`src/modified_utf7_to_utf8_decoder_macros.svh`:
```
// Assertion macros for the modified UTF-7 to UTF-8 decoder.
// The macros assume a clock named clk and an active-high reset named rst in scope.
`ifndef MODIFIED_UTF7_TO_UTF8_DECODER_MACROS_SVH
`define MODIFIED_UTF7_TO_UTF8_DECODER_MACROS_SVH

// The consequent must hold in the same cycle as the antecedent.
`define MU7_ASSERT_SAME(label, ante, cons, msg) \
  label: assert property (@(posedge clk) disable iff (rst) (ante) |-> (cons)) \
    else $error(msg);

// The consequent must hold in the cycle after the antecedent.
`define MU7_ASSERT_NEXT(label, ante, cons, msg) \
  label: assert property (@(posedge clk) disable iff (rst) (ante) |=> (cons)) \
    else $error(msg);

`endif

```
`src/mu7_pkg.sv`:
```
// Shared types and constants for the modified UTF-7 to UTF-8 decoder.
// Has no dependencies; the front, queue, back and top-level files refer to it by scoped names.
`timescale 1ns / 1ps

package mu7_pkg;

  localparam int CP_W        = 21;
  localparam int QUEUE_DEPTH = 4;

  localparam logic [7:0] CHAR_AMP  = 8'h26;
  localparam logic [7:0] CHAR_DASH = 8'h2D;

  // One queued job: either a literal byte (in cp[7:0]) or a code point to encode.
  typedef struct packed {
    logic            is_lit;
    logic [CP_W-1:0] cp;
  } entry_t;

endpackage

```
`src/mu7_front.sv`:
```
// Front part: accepts input bytes, tracks the shift state and builds code points.
// Depends on mu7_pkg for the queue entry type and character constants.
`timescale 1ns / 1ps

module mu7_front (
  input  logic              clk,
  input  logic              rst,
  input  logic [7:0]        in_byte,
  input  logic              in_valid,
  output logic              in_ready,
  input  logic              q_full,
  output logic              push,
  output mu7_pkg::entry_t   push_entry
);

  localparam logic [1:0] MODE_LIT = 2'd0;
  localparam logic [1:0] MODE_AMP = 2'd1;
  localparam logic [1:0] MODE_RUN = 2'd2;

  localparam logic [6:0] NO_SIX = 7'd64;

  logic [1:0]                mode, mode_next;
  logic [21:0]               bit_buffer, bit_buffer_next;
  logic [4:0]                bit_count, bit_count_next;
  logic [mu7_pkg::CP_W-1:0]  code_point, code_point_next;

  logic                      in_xfer;
  logic                      want_push;
  mu7_pkg::entry_t           ent;
  logic [6:0]                six;
  logic                      is_six;
  logic                      done;
  logic [1:0]                m;
  logic [21:0]               buf_sum;
  logic [4:0]                cnt_sum;
  logic [4:0]                cnt_rem;
  logic [15:0]               unit;
  logic [21:0]               shifted;

  function automatic logic [6:0] six_bits(input logic [7:0] b);
    logic [6:0] r;
    r = NO_SIX;
    case (b) inside
      [8'h41:8'h5A]: r = 7'(b - 8'h41);           // A-Z
      [8'h61:8'h7A]: r = 7'(b - 8'h61 + 8'd26);   // a-z
      [8'h30:8'h39]: r = 7'(b - 8'h30 + 8'd52);   // 0-9
      8'h2B:         r = 7'd62;                   // plus
      8'h2C:         r = 7'd63;                   // comma
      default:       r = NO_SIX;
    endcase
    return r;
  endfunction

  assign in_ready = !q_full;
  assign in_xfer  = in_valid && in_ready;
  assign push     = in_xfer && want_push;
  assign push_entry = ent;

  assign six     = six_bits(in_byte);
  assign is_six  = (six != NO_SIX);
  assign buf_sum = {bit_buffer[15:0], six[5:0]};
  assign cnt_sum = bit_count + 5'd6;
  assign cnt_rem = cnt_sum - 5'd16;
  assign shifted = buf_sum >> cnt_rem[2:0];
  assign unit    = shifted[15:0];

  always_comb begin
    mode_next       = mode;
    bit_buffer_next = bit_buffer;
    bit_count_next  = bit_count;
    code_point_next = code_point;
    want_push       = 1'b0;
    ent.is_lit      = 1'b1;
    ent.cp          = {13'd0, in_byte};
    done            = 1'b0;
    // The unused mode code behaves as literal mode.
    m = ((mode == MODE_AMP) || (mode == MODE_RUN)) ? mode : MODE_LIT;

    if (m == MODE_AMP) begin
      if (in_byte == mu7_pkg::CHAR_DASH) begin
        want_push = 1'b1;
        ent.is_lit = 1'b1;
        ent.cp = {13'd0, mu7_pkg::CHAR_AMP};
        m = MODE_LIT;
        done = 1'b1;
      end else if (is_six) begin
        m = MODE_RUN;
      end else begin
        m = MODE_LIT;
      end
    end

    if (!done && (m == MODE_RUN)) begin
      if (is_six) begin
        done = 1'b1;
        bit_buffer_next = buf_sum;
        if (cnt_sum < 5'd16) begin
          bit_count_next = cnt_sum;
        end else begin
          bit_count_next = cnt_rem;
          if (unit[15:10] == 6'b110110) begin
            code_point_next = {1'b0, unit[9:0], 10'd0};
          end else begin
            if (unit[15:10] == 6'b110111) begin
              code_point_next = code_point + {11'd0, unit[9:0]} + 21'h10000;
            end else begin
              code_point_next = {5'd0, unit};
            end
            want_push = 1'b1;
            ent.is_lit = 1'b0;
            ent.cp = code_point_next;
          end
        end
      end else begin
        m = MODE_LIT;
        if (in_byte == mu7_pkg::CHAR_DASH) begin
          done = 1'b1;
        end
      end
    end

    if (!done) begin
      if (in_byte == mu7_pkg::CHAR_AMP) begin
        m = MODE_AMP;
        bit_buffer_next = '0;
        bit_count_next  = '0;
        code_point_next = '0;
      end else begin
        want_push = 1'b1;
        ent.is_lit = 1'b1;
        ent.cp = {13'd0, in_byte};
        m = MODE_LIT;
      end
    end

    mode_next = m;
  end

  always_ff @(posedge clk) begin
    if (rst) begin
      mode       <= MODE_LIT;
      bit_buffer <= '0;
      bit_count  <= '0;
      code_point <= '0;
    end else if (in_xfer) begin
      mode       <= mode_next;
      bit_buffer <= bit_buffer_next;
      bit_count  <= bit_count_next;
      code_point <= code_point_next;
    end
  end

endmodule

```
`src/mu7_queue.sv`:
```
// Short register queue of pending jobs between the front and back parts.
// Depends on mu7_pkg for the entry type.
`timescale 1ns / 1ps

module mu7_queue #(
  parameter int Depth = mu7_pkg::QUEUE_DEPTH
) (
  input  logic            clk,
  input  logic            rst,
  input  logic            push,
  input  mu7_pkg::entry_t push_entry,
  input  logic            pop,
  output mu7_pkg::entry_t head,
  output logic            empty,
  output logic            full
);

  localparam int PtrW = (Depth > 1) ? $clog2(Depth) : 1;
  localparam int CntW = $clog2(Depth + 1);

  mu7_pkg::entry_t slots [Depth];
  logic [PtrW-1:0] wr_ptr;
  logic [PtrW-1:0] rd_ptr;
  logic [CntW-1:0] count;

  assign empty = (count == '0);
  assign full  = (count == CntW'(Depth));
  assign head  = slots[rd_ptr];

  always_ff @(posedge clk) begin
    if (push) begin
      slots[wr_ptr] <= push_entry;
    end
  end

  always_ff @(posedge clk) begin
    if (rst) begin
      wr_ptr <= '0;
      rd_ptr <= '0;
      count  <= '0;
    end else begin
      if (push) begin
        wr_ptr <= (wr_ptr == PtrW'(Depth - 1)) ? '0 : wr_ptr + 1'b1;
      end
      if (pop) begin
        rd_ptr <= (rd_ptr == PtrW'(Depth - 1)) ? '0 : rd_ptr + 1'b1;
      end
      if (push && !pop) begin
        count <= count + 1'b1;
      end else if (pop && !push) begin
        count <= count - 1'b1;
      end
    end
  end

endmodule

```
`src/mu7_back.sv`:
```
// Back part: encodes the job at the queue head as UTF-8 and sends it one byte per transfer.
// Depends on mu7_pkg for the entry type.
`timescale 1ns / 1ps

module mu7_back (
  input  logic            clk,
  input  logic            rst,
  input  mu7_pkg::entry_t head,
  input  logic            head_valid,
  output logic            pop,
  output logic [7:0]      out_byte,
  output logic            last_of_run,
  output logic            out_valid,
  input  logic            out_ready
);

  logic [1:0] idx;
  logic [1:0] last_idx;
  logic [7:0] cur_byte;
  logic       load;
  logic       at_last;

  function automatic logic [1:0] final_index(input mu7_pkg::entry_t e);
    logic [1:0] r;
    if (e.is_lit || (e.cp <= 21'h7F)) begin
      r = 2'd0;
    end else if (e.cp <= 21'h7FF) begin
      r = 2'd1;
    end else if (e.cp <= 21'hFFFF) begin
      r = 2'd2;
    end else begin
      r = 2'd3;
    end
    return r;
  endfunction

  function automatic logic [7:0] utf8_byte(input mu7_pkg::entry_t e, input logic [1:0] n,
                                           input logic [1:0] i);
    logic [7:0] r;
    r = e.cp[7:0];
    case (n)
      2'd1: r = (i == 2'd0) ? {3'b110, e.cp[10:6]} : {2'b10, e.cp[5:0]};
      2'd2: begin
        case (i)
          2'd0:    r = {4'b1110, e.cp[15:12]};
          2'd1:    r = {2'b10, e.cp[11:6]};
          default: r = {2'b10, e.cp[5:0]};
        endcase
      end
      2'd3: begin
        // The lead byte takes all three top bits, so it can reach F7.
        case (i)
          2'd0:    r = {5'b11110, e.cp[20:18]};
          2'd1:    r = {2'b10, e.cp[17:12]};
          2'd2:    r = {2'b10, e.cp[11:6]};
          default: r = {2'b10, e.cp[5:0]};
        endcase
      end
      default: r = e.cp[7:0];
    endcase
    return r;
  endfunction

  assign last_idx = final_index(head);
  assign cur_byte = utf8_byte(head, last_idx, idx);
  assign at_last  = (idx == last_idx);
  assign load     = !out_valid || out_ready;
  assign pop      = load && head_valid && at_last;

  always_ff @(posedge clk) begin
    if (rst) begin
      out_valid <= 1'b0;
      idx       <= '0;
    end else if (load) begin
      out_valid <= head_valid;
      if (head_valid) begin
        idx <= at_last ? 2'd0 : idx + 2'd1;
      end
    end
  end

  always_ff @(posedge clk) begin
    if (load && head_valid) begin
      out_byte    <= cur_byte;
      last_of_run <= at_last;
    end
  end

endmodule

```
`src/modified_utf7_to_utf8_decoder.sv`:
```
// Modified UTF-7 (mailbox name form) to UTF-8 decoder, top level.
// Uses mu7_pkg, mu7_front, mu7_queue, mu7_back and the assertion macro header.
//
// Input channel: in_byte with in_valid/in_ready; one modified UTF-7 byte per transfer.
// Output channel: out_byte and last_of_run with out_valid/out_ready; each input byte
// yields zero to four UTF-8 bytes, and last_of_run marks the final byte of that group.
// Bytes that produce nothing (an opening ampersand, a closing dash, a high surrogate,
// or a base64 character that does not complete a 16-bit unit) send no transfer at all.
//
// When the queue is empty, the first output byte of an input passes through the queue
// slot and then the output register. Throughput: one input byte per cycle while
// in_ready is high and one output byte per cycle while out_ready is high. The output
// port is the limit: a code point that needs several UTF-8 bytes holds the queue head
// until its last byte is loaded into the output register.
// When the receiver stalls, the output register holds its byte and the job queue
// (QueueDepth entries) keeps absorbing input; in_ready falls only when it is full.
// Reset is synchronous: it returns the decoder to literal mode, clears the shift
// state and code point, and empties the queue and output register.
`timescale 1ns / 1ps
`include "modified_utf7_to_utf8_decoder_macros.svh"

module modified_utf7_to_utf8_decoder #(
  parameter int QueueDepth = mu7_pkg::QUEUE_DEPTH
) (
  input  logic       clk,
  input  logic       rst,
  input  logic [7:0] in_byte,
  input  logic       in_valid,
  output logic       in_ready,
  output logic [7:0] out_byte,
  output logic       last_of_run,
  output logic       out_valid,
  input  logic       out_ready
);

  logic            q_push;
  logic            q_pop;
  logic            q_empty;
  logic            q_full;
  mu7_pkg::entry_t q_in;
  mu7_pkg::entry_t q_head;

  mu7_front u_front (
    .clk        (clk),
    .rst        (rst),
    .in_byte    (in_byte),
    .in_valid   (in_valid),
    .in_ready   (in_ready),
    .q_full     (q_full),
    .push       (q_push),
    .push_entry (q_in)
  );

  mu7_queue #(
    .Depth (QueueDepth)
  ) u_queue (
    .clk        (clk),
    .rst        (rst),
    .push       (q_push),
    .push_entry (q_in),
    .pop        (q_pop),
    .head       (q_head),
    .empty      (q_empty),
    .full       (q_full)
  );

  mu7_back u_back (
    .clk         (clk),
    .rst         (rst),
    .head        (q_head),
    .head_valid  (!q_empty),
    .pop         (q_pop),
    .out_byte    (out_byte),
    .last_of_run (last_of_run),
    .out_valid   (out_valid),
    .out_ready   (out_ready)
  );

  `MU7_ASSERT_SAME(a_pop_needs_data, q_pop, !q_empty, "back part popped an empty queue")
  `MU7_ASSERT_NEXT(a_burst_continues, out_valid && out_ready && !last_of_run, out_valid, "multi-byte sequence broke off")
  `MU7_ASSERT_NEXT(a_idle_output_fills, !q_empty && !out_valid, out_valid, "queued job not moved to the output")

endmodule
```
`config.mk`:
```
export PLATFORM = sky130hd
export DESIGN_NAME = modified_utf7_to_utf8_decoder
export DESIGN_NICKNAME = d
export VERILOG_FILES = /design/src/mu7_pkg.sv /design/src/mu7_front.sv /design/src/mu7_queue.sv /design/src/mu7_back.sv /design/src/modified_utf7_to_utf8_decoder.sv
export VERILOG_INCLUDE_DIRS = /design/src /design/src/src
export SDC_FILE = /design/constraint.sdc
export NUM_CORES = 1
export LEC_CHECK = 0
export ABC_CLOCK_PERIOD_IN_PS = 10800
export BUFFER_PORTS_ARGS = -buffer_cell sky130_fd_sc_hd__buf_4
export CORE_MARGIN = 10
export CORE_UTILIZATION = 68
export CTS_CLUSTER_DIAMETER = 50
export DETAILED_ROUTE_END_ITERATION = 12
export PLACE_DENSITY = 0.88
export SYNTH_ARGS = -nofsm -noshare
export SYNTH_HDL_FRONTEND = slang
export SYNTH_SLANG_ARGS = --single-unit
export TNS_END_PERCENT = 20
```
`constraint.sdc`:
```
create_clock -name clk -period 10.8 [get_ports clk]
set_input_delay 2.16 -clock clk [delete_from_list [all_inputs] [get_ports clk]]
set_output_delay 2.16 -clock clk [all_outputs]
set_load 0.1 [all_outputs]
```
Word-level counts from Yosys, hierarchy flattened
Memories as Yosys holds them, arrays and structs flattened. A register that Yosys moved wholly into a read port is not among the register bits.
Index checks and enable logic that the tools add are counted.
- flip-flop bits (word level): 69
- RAM bits: 88
- input port bits: 12
- logic and storage cells: 145
- memories kept: 1
- memories (memory ; words ; width ; read ports ; clocked after Yosys merged registers in ; wr ports ; line ; RTL):
    u_queue.slots ; 4 ; 22 ; 1 ; 1 ; 1 ; mu7_queue.sv:21 ; mu7_pkg::entry_t slots [Depth];
- add/sub/neg operators: 14
- $lt $le $gt $ge: 10
- equality and inequality tests: 20
- shifts and indexed selects: 1
- multiplexer cells: 64
- bitwise gates (word level): 1
- reduce and logical (&&, ||, !) cells: 23
- operator list (operator ; number):
    $mux W22 ; 10
    $mux W21 ; 7
    $mux W7 ; 6
    $eq A8 B6 Y1 const B ; 4
    $mux W2 ; 14
    $mux W5 ; 5
    $pmux W8 S3 ; 1
    $shr A22 B3 Y16 ; 1
    $add A21 B10 Y21 ; 1
    $add A21 B17 Y21 const B ; 1
    $le A21 B11 Y1 const B ; 1
    $le A21 B16 Y1 const B ; 1
    $le A21 B7 Y1 const B ; 1
    $pmux W7 S3 ; 1
    $ge A8 B7 Y1 const B ; 2
    $le A8 B7 Y1 const B ; 2
    $mux W8 ; 2
    $mux W1 ; 15
    $eq A2 B2 Y1 const B ; 7
    $pmux W7 S2 ; 1
    $sub A7 B7 Y7 const B ; 2
    $eq A6 B6 Y1 const B ; 2
    $logic_and A1 B1 Y1 ; 10
    $eq A2 B1 Y1 const B ; 4
    22 further kinds ; 32

Logic depth before layout (Yosys ltp)
Gate-level depths: netlist of the first run.
- word-level depth: 20
- mapped depth: 22
- mapped depth without buffers: 19

Hierarchy
From an unflattened synthesis of the first run, not the netlist that was laid out.
- cell total of the unflattened synthesis: 735
- area total of the unflattened synthesis: 8458.1 um^2
- by module, submodules not included (module ; instances ; cells each ; area each (um^2) ; seq. area each (um^2)):
    mu7_front ; 1 ; 464 ; 3858.7 ; 860.8
    mu7_queue ; 1 ; 158 ; 3618.5 ; 2822.7
    mu7_back ; 1 ; 112 ; 977.2 ; 330.3
    modified_utf7_to_utf8_decoder ; 1 ; 1 ; 3.8 ; 0.0

Least setup slack after synthesis of the first run
OpenSTA, ideal clock, no wires.
- path type: input to register
- start point: in in_byte[2]
- end point: reg u_front.code_point[19] (netlist name)
- library setup time: 58 ps
- arrival time: 6532 ps
- required time: 10742 ps
- slack: 4210 ps
- cell stages on the path: 20
- cells stage by stage: buf_4 inv_1 ha_1 a21oi_1 a311o_1 and2_4 buf_6 a221o_1 o31a_1 mux4_1 ha_1 a211o_1 o211ai_1 a21oi_1 a211o_1 a31o_2 and3_1 nand3b_1 a2111oi_0 a21o_1
- longest elaborated chain between the ends: 16
- elaborated cells between the ends (all ways): 47
- ends and longest elaborated chain (element ; line ; RTL):
    start: declaration ; modified_utf7_to_utf8_decoder.sv:27 ; input logic [7:0] in_byte,
    branches (longest 15 deep; another with $add A21 B10 Y21) ; -- ;
    $mux W21 (*) ; mu7_front.sv:122 ; if (!done) begin
    end signal: assignment ; mu7_front.sv:149 ; code_point <= code_point_next;
    end: declaration ; mu7_front.sv:25 ; logic [mu7_pkg::CP_W-1:0] code_point, code_point_next;
Mark *: on every way between the ends.
A chain may end at the register's enable or synchronous reset.

==> results of run 1 <==
-- per-stage QoR --
| step | area, µm² | hold WS, ns | setup slack [ns] | total power, mW |
|---|---|---|---|---|
| 2_1_floorplan | 8300 | 0.432 | 4.21 | 1.20 |
| 3_3_place_gp | 8500 | 0.450 | 3.98 | 1.31 |
| 3_5_place_dp | 8500 | 0.450 | 3.72 | 1.33 |
| 4_1_cts | 9090 | 0.472 | 4.10 | 1.92 |
| 5_1_grt | 9090 | 0.503 | 3.80 | 1.99 |
| 6_report | 9090 | 0.465 | 3.96 | 1.93 |
-- registers in the layout, indices dropped and copies added (netlist names), 2 cells and up, named ones only --
register / cells
u_front.bit_buffer: 16
u_front.bit_count: 4
u_queue.wr_ptr: 2
u_front.code_point: 21
u_back.out_byte: 8
u_queue.count: 3
u_back.idx: 2
u_front.mode: 2
u_queue.slots: 88
u_queue.rd_ptr: 2
-- final timing paths --
path,startpoint,endpoint,slack (ns),depth (start not counted)
setup / recovery,in_byte[2],u_queue.slots[2][18]$_DFFE_PP_,3.96,18
hold / removal,u_front.bit_buffer[14]$_SDFFE_PP0P_,u_front.bit_buffer[14]$_SDFFE_PP0P_,0.46,1
setup reg to reg,u_front.bit_count[1]$_SDFFE_PP0P_,u_queue.slots[2][18]$_DFFE_PP_,4.83,18
hold reg to reg,u_front.bit_buffer[14]$_SDFFE_PP0P_,u_front.bit_buffer[14]$_SDFFE_PP0P_,0.46,1
-- where the power goes --
| group | leakage, nW | internal [mW] | total, mW | switching (mW) |
|---|---|---|---|---|
| Clock | 0.280 | 0.342 | 0.592 | 0.251 |
| Sequential | 1.41 | 0.692 | 0.716 | 0.0249 |
| Combinational | 1.67 | 0.204 | 0.617 | 0.413 |
| Total | 3.36 | 1.24 | 1.93 | 0.688 |
-- per-layer routing --
layer  part of all wire  wire length, µm
met2               0.49            10100
met3              0.083             1700
met4              0.030              617
met5                  0                0
met1               0.39             8000
-- cell type report --
class	count	share of cell area
sequential	152	0.442
multi-input combinational	500	0.434
clock buffer	19	0.0511
timing repair buffer	28	0.0231
tap	147	0.0202
inverter	37	0.0153
clock inverter	13	0.0142
-- synthesized netlist by cell type, types with 7 or more instances --
library cell,instances,area share
inv_1,37,0.017
nand2b_1,7,0.0053
mux2i_1,31,0.037
dfxtp_1,55,0.13
a22o_1,24,0.025
a21oi_1,26,0.016
o21ai_0,38,0.023
edfxtp_1,97,0.35
nand3_1,8,0.0048
nor2_1,54,0.024
mux4_2,22,0.060
xnor2_1,16,0.017
ha_1,31,0.047
buf_2,9,0.0054
xor2_1,9,0.0095
nor2b_1,7,0.0053
and2_1,8,0.0060
a21o_1,7,0.0063
clkbuf_1,10,0.0045
and3_1,9,0.0068
o211ai_1,7,0.0063
nor3_1,10,0.0060
nand2_1,64,0.029
a22oi_1,11,0.010
-- logic make-up (layout without fill, tap and decap cells) --
group	count (synthesis)	count (layout)	share of synthesized area
DFF	152	152	0.484
adders and majority gates	33	33	0.0516
AOI/OAI and AO/OA	185	185	0.170
buffers and inverters	69	97	0.0403
and+or+nand+nor	197	197	0.119
muxes	60	60	0.109
xor gates and xnor gates	25	25	0.0264
-- worst reg2reg max path, stage by stage (launching register included) --
cell       delay, ns
dfxtp_1         0.83
inv_1           0.44
ha_1            0.71
buf_4           0.33
nand2_1         0.08
a311oi_1        0.23
a211oi_1        0.15
nor2_1          0.13
a31oi_1         0.10
ha_1            0.32
fa_1            0.41
a21oi_1         0.32
o2111ai_1       0.18
o211ai_1        0.18
o21a_1          0.28
nor2_1          0.13
o21ai_0         0.27
xor2_1          0.14
nor4_1          0.48
==> impl_results.md, run 1 <==
* Status: finished, final reports clean
* Vias in the first global route at 6,035
* Leakage at 3.36 nW
* Most common cell after layout, fill and taps aside: edfxtp_1
* Fill cell count at 726
* F_max at 146 MHz
* Routability cong. at 0.961
* Crit-path max cell delay at 0.64 ns
* RSZ-0062 raised after global routing: no
* Worst Skew at 0.0143 ns
* Crit path buf inv count at 2
* Slew Viols, Final at 0
* FFs w/ async S/R, synth at 0
* H-tree depth at 4
* Drt drc at 0
* Cell family with the largest share of critical-path delay: compound AO/OA/AOI/OAI gates
* CP Cell Sequence: buf_4, inv_1, ha_1, a21oi_1, a311o_1, and2_4, a221o_1, o31a_1, mux4_1, fa_1, a21oi_1, o2111ai_1, o211ai_1, o21a_1, nor2_1, o21ai_0, xor2_1, nor4_1
* Number of antenna violations at the first check in global routing at 0
* Syn avg cell area at 11.5 µm²
* Worst vdd ir at 0.110 mV
* Total nets after synthesis at 766
* Layout cells sized above 1 at 0.151
* Global Route Usage Sum at 0.249
* Post-CTS Setup Bufs at 0
* HPWL after DPL at 13,700 µm
* Final Hold Vio Count at 0
* Post_cts resized at 0
* CTS sink count at 152
* Sequential share of the synthesized area at 0.484
* CP endpoint kind: register
* CTS buffer count at 17
* TritonCTS clock tree: built
* Drt first pass iters at 6
* Area delta synth->final at 9.55%
* Fin crit period at 6.84 ns
* Worst Hold Class: register to register
* Final WL at 20,400 µm
* Cell Rows at 40
* PwrDens at 212 mW/mm²
* Die footprint at 0.0170 mm²
* Distinct cells, synth at 85
* Ant. Diodes at 0
* Final Non-Filler Cells at 896
* Worst-margin pin slew at 1.28 ns
* Overflow after GRT at 0
* CTS root buffer: clkbuf_16
* Slew HR at 0.139
* Final Core Density at 0.760
* CP max FO at 10
* Total Nets Final at 781
* Worst-Skew Late Latency at 0.44 ns
* Worst Path Arrival at 6.99 ns
* Met2 GRT Util at 0.415
* Met3 Resource Use GR at 0.0536
* Post-synth EDFFs at 97
* Width of the die at 130 µm
* Port bufs at 22
* Hold_buf cts at 0
* Setup violators final at 0
* Synth Flop Type: edfxtp_1
* CORE AREA at 0.0120 mm²
* IO Pins at 23
* Synthesized flop and latch total at 152
* Sum Neg Setup Slack at 0 ns
* Longest Clk Path Bufs at 2
* Register area at 0.00401 mm²
* Initial core utilization at 0.694
* Crit Path Class: input port to register
* Critical Path RT at 10.95 ns
* Die Height at 130 µm
* GR met1 Demand/Resource at 0.312
* Worst path most repeated cell: a21oi_1
* Max-cap violations at 0
* Via/cell ratio at 6.96
* Iteration-0 DRC Markers at 858
* Post-Syn Area at 0.00830 mm²
* Largest net degree at the start of global routing at 30
* Crit path launch type: input port
* Footprint of the multi-input gates at 0.00395 mm²
* Placed cell count at 864
* Yosys Warn Count at 0
* Vias at 6,240
* Global-route wire length before repair at 33,000 µm
* Register clock-pin slew on the reported worst setup and hold paths at 0.06 ns
* Wirelength per Cell at 22.8 µm
* Part of the cycle the worst path needs at 0.633
* CP max stage cell: mux4_1
* Commonest cells after routing, fill and taps aside: 97 x edfxtp_1, 64 x nand2_1, 55 x dfxtp_1
* Post-route antenna net violation count at 0
* Mapped Cells at 721
* Busiest grt layer: met2
Note: power is estimated with default switching activity, not from simulation.
==> inputs of run 2 (changes only) <==
--- a/config.mk
+++ b/config.mk
@@ -6,13 +6,14 @@
 export SDC_FILE = /design/constraint.sdc
 export NUM_CORES = 1
 export LEC_CHECK = 0
-export ABC_CLOCK_PERIOD_IN_PS = 10800
+export ABC_AREA = 1
+export ABC_CLOCK_PERIOD_IN_PS = 6010
 export BUFFER_PORTS_ARGS = -buffer_cell sky130_fd_sc_hd__buf_4
 export CORE_MARGIN = 10
-export CORE_UTILIZATION = 68
+export CORE_UTILIZATION = 58
 export CTS_CLUSTER_DIAMETER = 50
 export DETAILED_ROUTE_END_ITERATION = 12
-export PLACE_DENSITY = 0.88
+export PLACE_DENSITY = 0.8
 export SYNTH_ARGS = -nofsm -noshare
 export SYNTH_HDL_FRONTEND = slang
 export SYNTH_SLANG_ARGS = --single-unit
==> constraint.sdc (replaced) <==
create_clock -name clk -period 6.01 [get_ports clk]
set_input_delay 1.202 -clock clk [delete_from_list [all_inputs] [get_ports clk]]
set_output_delay 1.202 -clock clk [all_outputs]
set_load 0.1 [all_outputs]
==> run 2 against run 1 <==
Total power increased by 120%; combinational power increased to 2.9 times the previous value; clock skew decreased by 0.0048 ns; non-clock buffer count increased by 7; final cell count increased by 72%; setup slack got worse by 2.7 ns; sequential cell count unchanged; sequential share of layout area decreased by 6.3 points; global-route usage decreased by 3.1 points; via count increased by 38%; register-to-register slack got worse by 3.3 ns; critical endpoint is now u_front.code_point[18]$_SDFFE_PP0P_; largest cell class is now multi-input gates; largest power group is now combinational logic; highest routed layer unchanged.
==> impl_results.md, run 2 <==
* Max-cap violations at 0 (unchanged)
* Status: finished, final reports clean (unchanged)
* Post-Syn Area at 0.00974 mm² (was 0.00830 mm²)
* Vias in the first global route at 7,908 (was 6,035)
* Register clock-pin slew on the reported worst setup and hold paths at 0.07 ns (was 0.06 ns)
* Total nets after synthesis at 1,347 (was 766)
* PnR worst setup slack at 1.26 ns (was 3.96 ns)
* CTS sink count at 152 (unchanged)
* Placed cell count at 1,508 (was 864)
* Via/cell ratio at 5.59 (was 6.96)
* Crit-path max cell delay at 0.42 ns (was 0.64 ns)
* PwrDens at 395 mW/mm² (was 212 mW/mm²)
* Worst Hold Class: register to register (unchanged)
* Slew HR at 0.430 (was 0.139)
* Switching power total at 1.82 mW (was 0.688 mW)
* Drt drc at 0 (unchanged)
* Largest net degree at the start of global routing at 45 (was 30)
* Mapped Cells at 1,302 (was 721)
* Die footprint at 0.0224 mm² (was 0.0170 mm²)
* Internal power at 2.37 mW (was 1.24 mW)
* Top-count cell post-synth: nand2_1 (was edfxtp_1)
* Ant. Diodes at 0 (unchanged)
* Sequential share of the synthesized area at 0.412 (was 0.484)
* Area delta synth->final at 8.79% (was 9.55%)
* Worst Path Arrival at 5.11 ns (was 6.99 ns)
* TritonCTS clock tree: built (unchanged)
* Total Nets Final at 1,352 (was 781)
* Width of the die at 150 µm (was 130 µm)
* Largest registers: u_queue.slots x88, u_front.code_point x21, u_front.bit_buffer x16 (unchanged)
* Critical Path RT at 6.37 ns (was 10.95 ns)
* Worst-Skew Late Latency at 0.43 ns (was 0.44 ns)
* Initial core utilization at 0.590 (was 0.694)
* Post-route antenna net violation count at 0 (unchanged)
* Max reg flops at 88 (unchanged)
* Final Non-Filler Cells at 1,540 (was 896)
* Longest Clk Path Bufs at 2 (unchanged)
* F_max at 210 MHz
* Syn avg cell area at 7.48 µm² (was 11.5 µm²)
* Post-CTS Setup Bufs at 0 (unchanged)
* Part of the cycle the worst path needs at 0.791
* Hold Slack at 0.442 ns (was 0.465 ns)
* Sw frac at 0.435 (was 0.358)
* Clock power frac at 0.258 (was 0.308)
* Fin crit period at 4.75 ns
* FFs w/ async S/R, synth at 0 (unchanged)
* Share of the synthesized area in the top cell type at 0.299 (was 0.351)
* Hold_buf cts at 0 (unchanged)
* Global-route wire length before repair at 39,200 µm (was 33,000 µm)
* CTS root buffer: clkbuf_16 (unchanged)
* Worst vdd ir at 0.341 mV (was 0.110 mV)
* Synth Flop Type: edfxtp_1 (unchanged)
* Wirelength per Cell at 15.9 µm (was 22.8 µm)
* Iteration-0 DRC Markers at 684 (was 858)
* Leakage at 4.61 nW (was 3.36 nW)
* Post_cts resized at 0 (unchanged)
* Number of antenna violations at the first check in global routing at 0 (unchanged)
* Sum Neg Setup Slack at 0 ns (unchanged)
* H-tree depth at 4 (unchanged)
* Overflow after GRT at 0 (unchanged)
* CP max stage cell: fa_1 (was mux4_1)
* Cell Rows at 47 (was 40)
* Die Height at 150 µm (was 130 µm)
* Slew Viols, Final at 0 (unchanged)
* Post-Place Cell Area at 0.00999 mm² (was 0.00850 mm²)
* Fill cell count at 1,403 (was 726)
* CTS buffer count at 17 (unchanged)
* IO Pins at 23 (unchanged)
* Worst-margin pin slew at 0.854 ns (was 1.28 ns)
* Biggest register: u_queue.slots (unchanged)
* Synth area leaders: edfxtp_1 30%, nand2_1 18%, dfxtp_1 11%, nand3_1 6.6%, inv_1 4.9% (was edfxtp_1 35%, dfxtp_1 13%, mux4_2 6.0%, ha_1 4.7%, mux2i_1 3.7%)
* Area leader, netlist: edfxtp_1 (unchanged)
* Final Core Density at 0.641 (was 0.760)
* Commonest cells after routing, fill and taps aside: 463 x nand2_1, 129 x nand3_1, 126 x inv_1 (was 97 x edfxtp_1, 64 x nand2_1, 55 x dfxtp_1)
* Most frequent cells after synthesis: 463 x nand2_1, 129 x nand3_1, 126 x inv_1 (was 97 x edfxtp_1, 64 x nand2_1, 55 x dfxtp_1)
* Setup violators final at 0 (unchanged)
* Yosys Warn Count at 0 (unchanged)
* Register area at 0.00401 mm² (unchanged)
* Synthesized flop and latch total at 152 (unchanged)
* Final non-filler cell area at 0.0106 mm² (was 0.00909 mm²)
* Routability cong. at 0.983 (was 0.961)
* Distinct cells, synth at 54 (was 85)
* Pre-CTS setup slack at 0.890 ns (was 3.72 ns)
* Crit path launch type: input port (unchanged)
* Crit Path Class: input port to register (unchanged)
* Most common cell after layout, fill and taps aside: nand2_1 (was edfxtp_1)
* Port bufs at 22 (unchanged)
* Logic gate share of total power at 0.421 (was 0.320)
* RSZ-0062 raised after global routing: no (unchanged)
* Post-synth EDFFs at 97 (unchanged)
* CP endpoint kind: register (unchanged)
* Footprint of the multi-input gates at 0.00491 mm² (was 0.00395 mm²)
* Drt first pass iters at 9 (was 6)
* CP max FO at 8 (was 10)
* Vias at 8,611 (was 6,240)
* Final Hold Vio Count at 0 (unchanged)
* Global Route Usage Sum at 0.218 (was 0.249)
* Layout cells sized above 1 at 0.122 (was 0.151)
* Sequential Power Share at 0.321 (was 0.372)
* Final WL at 24,500 µm (was 20,400 µm)
* Worst path most repeated cell: nand2_1 (was a21oi_1)
* HPWL after DPL at 17,200 µm (was 13,700 µm)
* CORE AREA at 0.0165 mm² (was 0.0120 mm²)
* Worst Skew at 0.00950 ns (was 0.0143 ns)
* Final total power at 4.19 mW (was 1.93 mW)
## run 2: cell types whose count changed after synthesis, moves of 11 or more
cell,change
a21oi_1,+24
mux2i_1,-31
o21ai_0,+19
nand3_1,+121
xnor2_1,-13
nand2_2,+26
a22o_1,-24
a22oi_1,-11
nand2_1,+399
a21oi_2,+11
mux4_2,-22
inv_1,+89
## run 2: cell families (layout without fill, tap and decap cells)
logic type	Yosys count	in the layout	synth area share
adders and majority gates	33	33	0.0439
xor gates and xnor gates	18	18	0.0170
AOI/OAI and AO/OA	172	172	0.107
buffers and inverters	188	206	0.0849
and+or+nand+nor	739	739	0.335
DFF	152	152	0.412
## run 2: final timing paths
kind	startpoint	to	slack, ns	depth (start not counted)
min	u_front.bit_count[4]$_SDFFE_PP0P_	u_front.bit_count[4]$_SDFFE_PP0P_	0.44	2
max	in_byte[0]	u_front.code_point[18]$_SDFFE_PP0P_	1.26	33
max reg2reg	u_front.bit_count[1]$_SDFFE_PP0P_	u_queue.count[2]$_SDFFE_PP0P_	1.57	21
min reg2reg	u_front.bit_count[4]$_SDFFE_PP0P_	u_front.bit_count[4]$_SDFFE_PP0P_	0.44	2
## run 2: layer usage
layer	vias up	track usage	wire [µm]
met5	-	0	0
met4	0	0.0829	582
met3	41	0.0483	1640
met2	327	0.378	12000
met1	3970	0.257	10200
li1	4273	-	-
## run 2: power by group through the flow
stage	logic [mW]	clock network (mW)	registers, mW
floorplan	1.10	0	1.61
global placement	1.71	0	1.36
detailed placement	1.75	0	1.37
CTS	1.75	1.09	1.35
global route	1.93	1.13	1.36
finish	1.76	1.08	1.35
## run 2: final cells by class
class | instances | area share
Tap cell | 220 | 0.0260
Inverter | 139 | 0.0502
Sequential cell | 152 | 0.379
Clock inverter | 12 | 0.0107
Clock buffer | 20 | 0.0462
Multi-Input combinational cell | 962 | 0.463
Timing Repair Buffer | 35 | 0.0248
## run 2: critical path: cells and delay by family
family	cells	cell delay, ns
AO/OA/AOI/OAI	2	0.41
buffers and inverters	5	0.47
AND/OR/NAND/NOR	23	2.08
adder cells (fa/ha/maj)	3	0.92
==> inputs of run 3 (changes only) <==
--- a/config.mk
+++ b/config.mk
@@ -6,14 +6,14 @@
 export SDC_FILE = /design/constraint.sdc
 export NUM_CORES = 1
 export LEC_CHECK = 0
-export ABC_AREA = 1
-export ABC_CLOCK_PERIOD_IN_PS = 6010
+export ABC_AREA = 0
+export ABC_CLOCK_PERIOD_IN_PS = 3800
 export BUFFER_PORTS_ARGS = -buffer_cell sky130_fd_sc_hd__buf_4
 export CORE_MARGIN = 10
-export CORE_UTILIZATION = 58
+export CORE_UTILIZATION = 57
 export CTS_CLUSTER_DIAMETER = 50
 export DETAILED_ROUTE_END_ITERATION = 12
-export PLACE_DENSITY = 0.8
+export PLACE_DENSITY = 0.79
 export SYNTH_ARGS = -nofsm -noshare
 export SYNTH_HDL_FRONTEND = slang
 export SYNTH_SLANG_ARGS = --single-unit
==> constraint.sdc (replaced) <==
create_clock -name clk -period 3.8 [get_ports clk]
set_input_delay 0.76 -clock clk [delete_from_list [all_inputs] [get_ports clk]]
set_output_delay 0.76 -clock clk [all_outputs]
set_load 0.1 [all_outputs]
==> run 3 against run 2 <==
The run now ends with setup timing left; via count decreased by 24%; die area decreased by 12%; design area increased by 0.52%; count of clock-buffer cells in the layout decreased by 3; sequential share of layout area decreased by 0.20 points; clock power increased by 62%; sequential cell count unchanged; critical path depth decreased by 14; global-route usage increased by 0.14 points; core utilization increased by 9.7 points; first-iteration DRC count decreased by 23%.
==> impl_results.md, run 3 (synthesis results as in run 1) <==
* Final WL at 21,900 µm (was 24,500 µm)
* Part of the cycle the worst path needs at 1.15
* Worst-Skew Late Latency at 0.43 ns (about the same)
* CTS sink count at 152 (unchanged)
* Met2 GRT Util at 0.364 (was 0.378)
* CP endpoint kind: register (unchanged)
* Slew Viols, Final at 0 (unchanged)
* Largest registers: u_queue.slots x88, u_front.code_point x21, u_front.bit_buffer x16 (unchanged)
* Crit Path Class: input port to register (unchanged)
* Final total power at 5.69 mW (was 4.19 mW)
* Port bufs at 22 (unchanged)
* Final Hold Vio Count at 0 (unchanged)
* CP startpoint: in_byte[3] (was in_byte[0])
* Max-cap violations at 0 (unchanged)
* Routability cong. at 0.990 (was 0.983)
* Failing checks: setup timing
* Max reg flops at 88 (unchanged)
* TritonCTS clock tree: built (unchanged)
* Overflow after GRT at 0 (unchanged)
* Hold_buf cts at 0 (unchanged)
* Hold Crit Start: u_front.bit_buffer[15]$_SDFFE_PP0P_ (was u_front.bit_count[4]$_SDFFE_PP0P_)
* Drt drc at 0 (unchanged)
* Crit path launch type: input port (unchanged)
* Status: complete, but fails checks (was finished, final reports clean)
* Die footprint at 0.0198 mm² (was 0.0224 mm²)
* Leakage at 4.09 nW (was 4.61 nW)
* Cell Rows at 44 (was 47)
* Area delta synth->final at 28.4% (was 8.79%)
* Worst r2r src: u_front.bit_count[1]$_SDFFE_PP0P_ (unchanged)
* Worst-margin pin slew at 0.524 ns (was 0.854 ns)
* Drt first pass iters at 8 (was 9)
* Global-route wire length before repair at 34,800 µm (was 39,200 µm)
* HPWL after DPL at 15,100 µm (was 17,200 µm)
* Ant. Diodes at 0 (unchanged)
* Setup violators final at 83 (was 0)
* Worst Skew at 0.0115 ns (was 0.00950 ns)
* Largest net degree at the start of global routing at 30 (was 45)
* Slew HR at 0.648 (was 0.430)
* Longest Clk Path Bufs at 2 (unchanged)
* Fill cell count at 932 (was 1,403)
* Critical Path RT at 4.08 ns (was 6.37 ns)
* Vias in the first global route at 6,533 (was 7,908)
* Layout cells sized above 1 at 0.347 (was 0.122)
* Initial core utilization at 0.575 (was 0.590)
* F_max at 229 MHz
* Global Route Usage Sum at 0.219 (was 0.218)
* Register clock-pin slew on the reported worst setup and hold paths at 0.06 ns (was 0.07 ns)
* PnR worst setup slack at -0.575 ns (was 1.26 ns)
* Post-route antenna net violation count at 0 (unchanged)
* Width of the die at 141 µm (was 150 µm)
* Worst vdd ir at 0.408 mV (was 0.341 mV)
* CORE AREA at 0.0144 mm² (was 0.0165 mm²)
* Worst Path Arrival at 4.65 ns (was 5.11 ns)
* RSZ-0062 raised after global routing: yes (was no)
* CTS root buffer: clkbuf_16 (unchanged)
* Fin crit period at 4.37 ns
* IO Pins at 23 (unchanged)
* Via/cell ratio at 6.19 (was 5.59)
* Die Height at 141 µm (was 150 µm)
* Total Nets Final at 900 (was 1,352)
* Biggest register: u_queue.slots (unchanged)
* Met3 Resource Use GR at 0.0467 (was 0.0483)
* PwrDens at 534 mW/mm² (was 395 mW/mm²)
* GR met1 Demand/Resource at 0.275 (was 0.257)
* Vias at 6,511 (was 8,611)
* Pre-CTS setup slack at -1.14 ns (was 0.890 ns)
* Busiest grt layer: met2 (unchanged)
* Wirelength per Cell at 20.8 µm (was 15.9 µm)
* Iteration-0 DRC Markers at 527 (was 684)
* Most common cell after layout, fill and taps aside: buf_4 (was nand2_1)
* H-tree depth at 4 (unchanged)
* CTS buffer count at 17 (unchanged)
* CP max FO at 4 (was 8)
* Commonest cells after routing, fill and taps aside: 123 x buf_4, 97 x edfxtp_1, 62 x nand2_1 (was 463 x nand2_1, 129 x nand3_1, 126 x inv_1)
* Worst Hold Class: register to register (unchanged)
* Number of antenna violations at the first check in global routing at 0 (unchanged)
run 3: per-stage QoR:
step	hold WS (ns)	utilization	setup TNS, ns	instances	cell area, µm²
5_1_grt	0.514	0.739	-39.57	1052	10700
6_report	0.478	0.739	-29.90	1052	10700
2_1_floorplan	0.432	-	-71.67	721	8460
3_5_place_dp	0.455	0.666	-103.38	1007	9600
3_3_place_gp	0.454	0.666	-89.07	1007	9600
4_1_cts	0.481	0.726	-28.59	1049	10500
run 3: worst paths after layout:
kind	slack, ns	to	cells past startpoint
worst max-delay path	-0.57	u_queue.slots[0][14]$_DFFE_PP_	19
worst max register to register	-0.17	u_queue.slots[0][14]$_DFFE_PP_	18
worst min register to register	0.48	u_front.bit_buffer[15]$_SDFFE_PP0P_	1
worst min-delay path	0.48	u_front.bit_buffer[15]$_SDFFE_PP0P_	1
run 3: timing repair:
item | CTS | global route
setup buffers | 11 | 4
endpoints found under the setup margin | 96 | 98
pin swaps | 31 | 15
gates resized for setup | 49 | 45
run 3: where the power goes:
group | internal, mW | switching, mW
clock | 1.05 | 0.702
combinational | 0.715 | 1.19
sequential | 1.96 | 0.0707
total | 3.73 | 1.96
run 3: final cells by class:
type | instances | area [µm²] | area share
multi-input cells | 500 | 4360 | 0.409
flip-flops and latches | 152 | 4010 | 0.377
repair buffers | 147 | 1280 | 0.120
clock buffers | 17 | 425 | 0.0399
well taps | 184 | 230 | 0.0216
clock inverters | 15 | 190 | 0.0179
inverters | 37 | 154 | 0.0144
run 3: critical path, cell delays in order:
cell	delay, ns
buf_8	0.08
buf_6	0.10
ha_4	0.15
a21oi_2	0.05
a311o_1	0.29
and2_4	0.18
a221o_1	0.33
o31a_1	0.14
mux4_2	0.53
buf_6	0.15
fa_2	0.36
a21oi_4	0.16
o2111ai_2	0.15
o211ai_1	0.14
o21a_2	0.22
and3b_1	0.20
xnor2_1	0.12
a221o_1	0.38
nor2_4	0.17
run 3: per-layer routing:
layer / vias to the layer above / part of all wire / wire, µm
met5: - / 0 / 0
li1: 3017 / - / -
met4: 0 / 0.026 / 565
met3: 47 / 0.058 / 1280
met2: 236 / 0.50 / 11000
met1: 3211 / 0.41 / 9070
